`src/rtl/core/rvr_pkg.sv`:
```
// ----------------------------------------------------------------------------
// Recency victim ranker package
// Field widths and the command and status bundles shared by the controller
// and the datapath.
// ----------------------------------------------------------------------------
package rvr_pkg;

    localparam int PAGE_ID_BITS = 32;
    localparam int SEQ_BITS     = 64;
    localparam int RANK_ID_BITS = 32;

    // Controller to datapath.
    typedef struct packed {
        logic load_en;     // candidate channel is open
        logic issue_read;  // read the next held candidate into the sorter
        logic emit_en;     // ranked channel is open
    } cmd_t;

    // Datapath to controller.
    typedef struct packed {
        logic last_taken;      // final candidate of the set accepted this cycle
        logic reads_done;      // every held candidate has been read
        logic insert_pending;  // read data still on its way into the sorter
        logic run_done;        // final ranked beat taken this cycle
    } status_t;

endpackage

```
`src/rtl/core/rvr_ctrl.sv`:
```
// ----------------------------------------------------------------------------
// Recency victim ranker controller
// Sequences the load, sort and emit phases of one run.
// ----------------------------------------------------------------------------
module rvr_ctrl (
    input  logic             clk,
    input  logic             rst_n,
    input  rvr_pkg::status_t status,
    output rvr_pkg::cmd_t    cmd
);
    import rvr_pkg::*;

    localparam logic [1:0] ST_LOAD = 2'd0;
    localparam logic [1:0] ST_SORT = 2'd1;
    localparam logic [1:0] ST_EMIT = 2'd2;

    logic [1:0] state_reg;
    logic [1:0] state_next;

    always_comb
    begin
        state_next     = state_reg;
        cmd.load_en    = 1'b0;
        cmd.issue_read = 1'b0;
        cmd.emit_en    = 1'b0;
        case (state_reg)
            ST_LOAD:
            begin
                cmd.load_en = 1'b1;
                if (status.last_taken)
                begin
                    state_next = ST_SORT;
                end
            end
            ST_SORT:
            begin
                cmd.issue_read = !status.reads_done;
                // Wait for the final read to land in the sorter.
                if (status.reads_done && !status.insert_pending)
                begin
                    state_next = ST_EMIT;
                end
            end
            ST_EMIT:
            begin
                cmd.emit_en = 1'b1;
                if (status.run_done)
                begin
                    state_next = ST_LOAD;
                end
            end
            default:
            begin
                state_next = ST_LOAD;
            end
        endcase
    end

    always_ff @(posedge clk or negedge rst_n)
    begin
        if (!rst_n)
        begin
            state_reg <= ST_LOAD;
        end
        else
        begin
            state_reg <= state_next;
        end
    end

endmodule

```
`config.mk`:
```
export PLATFORM = sky130hd
export DESIGN_NAME = rvr_ctrl
export DESIGN_NICKNAME = d
export VERILOG_FILES = /design/src/rtl/core/rvr_pkg.sv /design/src/rtl/core/rvr_ctrl.sv
export SDC_FILE = /design/constraint.sdc
export NUM_CORES = 1
export LEC_CHECK = 0
export ABC_AREA = 1
export BUFFER_PORTS_ARGS = -buffer_cell sky130_fd_sc_hd__buf_2
export CAP_MARGIN = 5
export CORE_AREA = 2 2 39 41
export DETAILED_ROUTE_END_ITERATION = 8
export DIE_AREA = 0 0 41 43
export SETUP_SLACK_MARGIN = 0.15
export SYNTH_ARGS = -nofsm -noshare
export SYNTH_HDL_FRONTEND = slang
export SYNTH_SLANG_ARGS = --single-unit
```
`constraint.sdc`:
```
create_clock -name clk -period 2.2 [get_ports clk]
set_clock_uncertainty 0.05 [all_clocks]
set_input_delay 0.11 -clock clk [delete_from_list [all_inputs] [get_ports clk]]
set_output_delay 0.11 -clock clk [all_outputs]
set_load 0.05 [all_outputs]
```
* Yosys cells after proc, flatten, opt, wreduce, memory -nomap -nowiden
Index checks and enable logic that the tools add are counted.
** Word-level totals
- Bits in registers :: 2
- Output and inout port bits :: 3
** Operators by class
- Equal/unequal tests :: 5
- Multiplexer cells :: 7
- Reductions and logical operators :: 5
** Operators with widths (count)
- 2-bit two-way mux :: 3
- 2-bit != test (second input constant) :: 3
- 2-bit case mux with 3 select lines :: 1
- 1-bit two-way mux :: 3
- 3-bit AND reduction :: 1
- 2-bit by 1-bit equality test with 1-bit output (second input constant) :: 1
- 2-bit equality test (second input constant) :: 1
- 1-bit zero test :: 2
- 2-bit zero test :: 1
- 1-bit logical AND :: 1

* Longest topological paths before layout
Gate-level depths: netlist of the first run.
- Word-level depth :: 4
- Mapped depth :: 4
- Mapped depth without buffers :: 4

* Worst setup path after synthesis of the first run
Ideal clock, no wire load.
- Path type :: register to output
- Start point :: register state_reg[1]
- End point :: output cmd[1] (netlist bit)
- Data arrival time :: 1.498 ns
- Path slack :: 0.542 ns
- Stages on the path, launching flop included :: 2
- Path buffers :: 0
- Path through :: dfrtp_1 nor3_1
** RTL lines
- from (decl) :: line rvr_ctrl.sv:17 : logic [1:0] state_reg;
- from (signal assigned) :: line rvr_ctrl.sv:67 : state_reg <= state_next;
- to (decl) :: line rvr_ctrl.sv:9 : output rvr_pkg::cmd_t cmd

==> results.toml, run 1 <==
[outcome]
status = "finished, final reports clean"

[hold_path]
hold_depth = 3
hp-class = "in -> reg"
hold_end = "state_reg[0]"
min_from = "status[3]"

[timing]
max_freq_mhz = 794
period_needed_ps = 1260
hold_violations = 0
rsz0062_at_grt = "no"
setup_viol = 0
drv_slew = 0
finalSetupTns_ps = 0
post-route-period-util = 0.573
max-slew-margin-rel = 0.837
tightestPinTransition_ps = 246

[routing]
final_antenna_net_count = 0
route.detailed.drc = 0
routed_wl_um = 308
drtIter0Drc = 0
vias_per_cell = 3.23
vias = 152
post_drt_wl_per_cell_um = 6.55
dr.pass1.iters = 1

[yosys]
ys_ff_latch = 2
synth_cells = 20
synth_top_family_by_area = "simple AND/OR/NAND/NOR gates"
avgSynthCellArea_um2 = 6.26
synthMuxAreaShare = 0
ys_seq_area_frac = 0.400
synth_fa_ha_area_frac = 0
synth.area.top_cells = "dfrtp_1, nand2_1, inv_1"
synth_common_cells = "nand2_1, inv_1, nor2_1, dfrtp_1"
synthSimpleGateAreaFrac = 0.390
synth_warnings = 0
yosysTopAreaCell = "dfrtp_1"
synth_cell_types = 8
synth_top_flop_cell = "dfrtp_1"
synth_top_area_share = 0.400
synth_edf_count = 0
synth.net_count = 26
synth-async-reset-ratio = 1.00
syn_area_um2 = 125
synth-compound-area-share = 0
synth.most_common_cell = "nand2_1"
synth_xor_area_frac = 0

[layout]
finalInstanceArea_um2 = 210
largest_register_ffs = 2
final_nets = 39
drive_gt1_frac = 0.419
synthToLayoutAreaGrowth_pct = 68.0
n_antenna_cell = 0

[place]
place.gp.congestion = 0.426
place_area_um2 = 178
portBuffers = 8

[floorplanning]
core_area_mm2 = 0.00138
die_y_um = 43
die_width_um = 41
io-pin-count = 9
start_util = 0.0904
rows = 14
dieArea_mm2 = 0.00176

[setup_path]
r2r_start = "state_reg[0]"
ff2ff_setup_slack_ps = 1410
arrival_ps = 1100
r2r_cells = 4
end_kind = "output pin"
critPathMaxFanout = 4
cp.required_ps = 2040
critical_path_class = "reg -> out"
cp-start-kind = "register"
r2r-end = "state_reg[0]"

[pwr]
vdd_ir_drop_max_mv = 0.194
p_leak_nw = 0.128
powerDensity_mw_per_mm2 = 1370

[clocking]
cts_root_buf = "clkbuf_4"
clk_pin_slew_worst_paths_ps = 30
clock_sinks = 2
clock_path_buffers = 2
insertion_delay_ps = 220
h-tree-depth = 1
post_cts_buffers = 0
numCtsBuffers = 3
cts_tree = "done"
cts_resized = 0

[grt]
met1_usage = 0.0222
grt_overflow = 0
grtUsageMet3 = 0
grt_usage = 0.0470
grt_max_degree = 5
grt_use_met2 = 0.0781
busiest_layer = "met4"
antenna_found_initial = 0
grt_pass1_vias = 166
grt_pass1_wl_um = 469

[flow_run]
drv_cap = 0
through the flow:
stage,util,power (mW),std cells,setup slack [ps],hold slack [ps]
2_1_floorplan,-,0.189,20,542,-236
3_3_place_gp,0.128,0.203,43,1200,-153
3_5_place_dp,0.128,0.206,43,1170,-153
4_1_cts,0.152,0.294,47,928,51.6
5_1_grt,0.152,0.315,47,852,73.6
6_report,0.152,0.287,47,940,55.7
power breakdown:
| group | leakage (nW) | internal, mW | switching [mW] |
|---|---|---|---|
| sequential | 0.0253 | 0.0511 | 0.0136 |
| combinational | 0.0893 | 0.0335 | 0.107 |
| clock | 0.0138 | 0.0602 | 0.0214 |
layout by cell type (no fill, tap or decap):
cell / n
buf_2: 8
clkbuf_4: 3
dfrtp_1: 2
dlygate4sd3_1: 1
inv_1: 4
inv_2: 1
nand2_1: 7
nor2_1: 3
nor2_2: 1
nor3_1: 1
kinds of logic (layout without fill, tap and decap cells):
kind of cell	Yosys count	count (layout)
DFF	2	2
and+or+nand+nor	12	12
buffers and inverters	6	17
metal layers:
| metal | wire [µm] | vias up |
|---|---|---|
| li1 | - | 77 |
| met1 | 103 | 68 |
| met2 | 181 | 7 |
| met3 | 23 | 0 |
| met4 | 0 | 0 |
| met5 | 0 | - |
worst max path at each step:
stage            startpoint  slack [ps]     end
4_1_cts        state_reg[1]         930  cmd[1]
6_report       state_reg[1]         940  cmd[1]
5_1_grt        state_reg[1]         850  cmd[1]
3_3_place_gp   state_reg[1]        1200  cmd[1]
3_5_place_dp   state_reg[1]        1170  cmd[1]
2_1_floorplan  state_reg[1]         540  cmd[1]
final cells by class:
type / count / area [µm²]
fillers: 161 / 1170
flip-flops and latches: 2 / 50.0
repair buffers: 9 / 50.0
multi-input cells: 12 / 48.8
clock buffers: 3 / 22.5
well taps: 16 / 20.0
inverters: 5 / 18.8
what timing repair did:
| action | CTS | global route |
|---|---|---|
| hold buffers | 1 | 0 |
| hold endpoints to repair | 2 | 0 |
| setup endpoints to repair | 0 | 0 |
critical path, stage by stage (launching register included):
cell	delay, ps
dfrtp_1	400
nor3_1	190
buf_2	290
Power figures use the tool's default switching activity.
==> run 2, diff against run 1 <==
- ABC_AREA: 1 -> 0
- clock period: 2.2 -> 1.11 ns (I/O delays scaled with it)
==> run 2 against run 1 <==
The run now ends with setup timing left. Sequential cell count unchanged. Cell count decreased by 11%. Power increased by 94%. Register-to-register slack got worse by 1300 ps. Hold slack got worse by 27 ps. Sequential share of layout area decreased by 4.7 points. Clock power increased by 99%. First-iteration DRC count increased by 1. Die area unchanged. Core utilization increased by 4.2 points. Synthesized cell count decreased by 35%. Via count decreased by 15%. Critical path type unchanged. Largest cell class is now buffers.
==> results.toml, run 2 <==
[timing]
max-slew-margin-rel = 0.847
max_freq_mhz = 869
rsz0062_at_grt = "yes"
tightestPinTransition_ps = 229
setup_slack_ps = -40.4
post-route-period-util = 1.04
drv_slew = 0
finalSetupTns_ps = -51.4
setup_viol = 2
hold_violations = 0
period_needed_ps = 1150

[routing]
drtIter0Drc = 1
route.detailed.drc = 0
vias = 129
vias_per_cell = 3.07
final_antenna_net_count = 0
dr.pass1.iters = 2
post_drt_wl_per_cell_um = 7.05
routed_wl_um = 296

[setup_path]
r2r_cells = 3
critical_path_class = "reg -> out"
critPathMaxFanout = 3
end_kind = "output pin"
crit_family = "flip-flops"
arrival_ps = 1040
path_buf_inv = 1
cp-start-kind = "register"
crit_slowest_cell = "dfrtp_2"
cpPeakStageDelay_ps = 420
cp.required_ps = 1000
ff2ff_setup_slack_ps = 120
path_cells = "and2b_4 -> buf_8"
r2r_start = "state_reg[0]"
r2r-end = "state_reg[1]"

[floorplanning]
io-pin-count = 9
die_y_um = 43
core_area_mm2 = 0.00138
dieArea_mm2 = 0.00176
rows = 14
die_width_um = 41
start_util = 0.0832

[hold_path]
hold_depth = 3
min_from = "status[0]"
hold_end = "state_reg[1]"
hp-class = "in -> reg"

[grt]
grt_max_degree = 5
grt_pass1_vias = 124
antenna_found_initial = 0
grt_overflow = 0
grt_pass1_wl_um = 441
grt_usage = 0.0501

[clocking]
cts_tree = "done"
cts_root_buf = "clkbuf_4"
numCtsBuffers = 3
clock_path_buffers = 2
clk_pin_slew_worst_paths_ps = 30
h-tree-depth = 1
insertion_delay_ps = 230
clock_sinks = 2

[layout]
fin_util = 0.193
largest_register_ffs = 2
final_common_cell = "buf_2"
n_antenna_cell = 0
final_nets = 34
nFillCells = 157
synthToLayoutAreaGrowth_pct = 133
final_cell_mix = "buf_2, clkbuf_4, nor2_1, inv_1, buf_6"
drive_gt1_frac = 0.654
instances_no_fill = 42

[pwr]
swShare = 0.369
powerDensity_mw_per_mm2 = 2080
finalPower_mw = 0.557
p_leak_nw = 0.128
vdd_ir_drop_max_mv = 0.376
clock_power_share = 0.292
p_switching_mw = 0.205
combPwrFrac = 0.507
pwr-share-seq = 0.202
intPower_mw = 0.351

[place]
dp.cells = 36
portBuffers = 8
place.gp.congestion = 0.563

[yosys]
synth_cell_types = 8
synth-async-reset-ratio = 1.00
ys_seq_area_frac = 0.435
synth.net_count = 19
ys_ff_latch = 2
synth_warnings = 0
synth_cells = 13
synth_top_area_share = 0.435
synth.area.top_cells = "dfrtp_1, nand2b_1, nor2_1"
synth_edf_count = 0
synth_top_flop_cell = "dfrtp_1"
synth_common_cells = "nor2_1, dfrtp_1, inv_1, nand2b_1"
syn_area_um2 = 115
avgSynthCellArea_um2 = 8.85
synth.most_common_cell = "nor2_1"
yosysTopAreaCell = "dfrtp_1"

[outcome]
violations = "setup timing"
status = "finished with violations"

[flow_run]
drv_cap = 0
run 2: cell count changes after synthesis:
cell | before | now
inv_1 | 4 | 2
and2b_2 | 0 | 1
nand2_1 | 7 | 0
inv_2 | 1 | 0
nor3_1 | 1 | 0
nand2b_1 | 0 | 2
nor2_2 | 1 | 0
a311oi_1 | 0 | 1
o2bb2ai_1 | 0 | 1
run 2: power by group through the flow:
stage / Sequential (mW) / Combinational, mW / Clock [mW]
2_1_floorplan: 0.105 / 0.155 / 0
3_3_place_gp: 0.108 / 0.174 / 0
3_5_place_dp: 0.109 / 0.175 / 0
4_1_cts: 0.111 / 0.285 / 0.177
5_1_grt: 0.114 / 0.297 / 0.184
6_report: 0.112 / 0.282 / 0.162
run 2: worst max path at each step:
| stage | start | end | slack, ps | cells past startpoint |
|---|---|---|---|---|
| detailed placement | state_reg[1] | cmd[1] | 80 | 3 |
| global route | state_reg[0] | cmd[0] | -70 | 2 |
| floorplan | state_reg[0] | state_reg[1] | 110 | 2 |
| finish | state_reg[0] | cmd[0] | -40 | 2 |
| global placement | state_reg[1] | cmd[1] | 80 | 3 |
| CTS | state_reg[0] | cmd[0] | -50 | 2 |
run 2: layer usage:
| layer | GRT usage | up-vias | wire (µm) |
|---|---|---|---|
| li1 | - | 68 | - |
| met1 | 0.0288 | 56 | 121 |
| met2 | 0.0531 | 5 | 155 |
| met3 | 0.0471 | 0 | 19 |
| met4 | 0.100 | 0 | 0 |
| met5 | 0 | - | 0 |
run 2: layout make-up:
type                       instances  area [µm²]  share of cell area
timing repair buffer              11         100               0.374
sequential                         2        51.3               0.192
multi-input combinational          8        66.3               0.248
tap                               16        20.0              0.0748
clock buffer                       3        22.5              0.0841
inverter                           2        7.51              0.0280
run 2: metrics by stage:
stage / hold slack (ps) / setup slack [ps] / instance area, µm²
detailed placement: -208 / 77.9 / 176
CTS: 19.3 / -50.7 / 268
global route: 37.9 / -67.4 / 268
global placement: -208 / 80.0 / 176
floorplan: -290 / 112 / 124
finish: 28.5 / -40.4 / 268
run 2: timing repair:
item,CTS,global route
buffers inserted,2,0
setup endpoints to repair,3,5
hold buffers,1,0
gates resized for setup,9,0
pin swaps,1,0
hold endpoints to repair,2,0
run 2: cells by family after synthesis:
logic type	after synthesis	synth area share
AOI/OAI and AO/OA	2	0.152
and+or+nand+nor	6	0.283
DFF	2	0.435
buffers and inverters	3	0.130
run 2: worst reg2reg max path: stages (launching register included):
cell and delay (ps):
dfrtp_2 420, and2b_4 270, buf_4 100, o2bb2ai_1 90
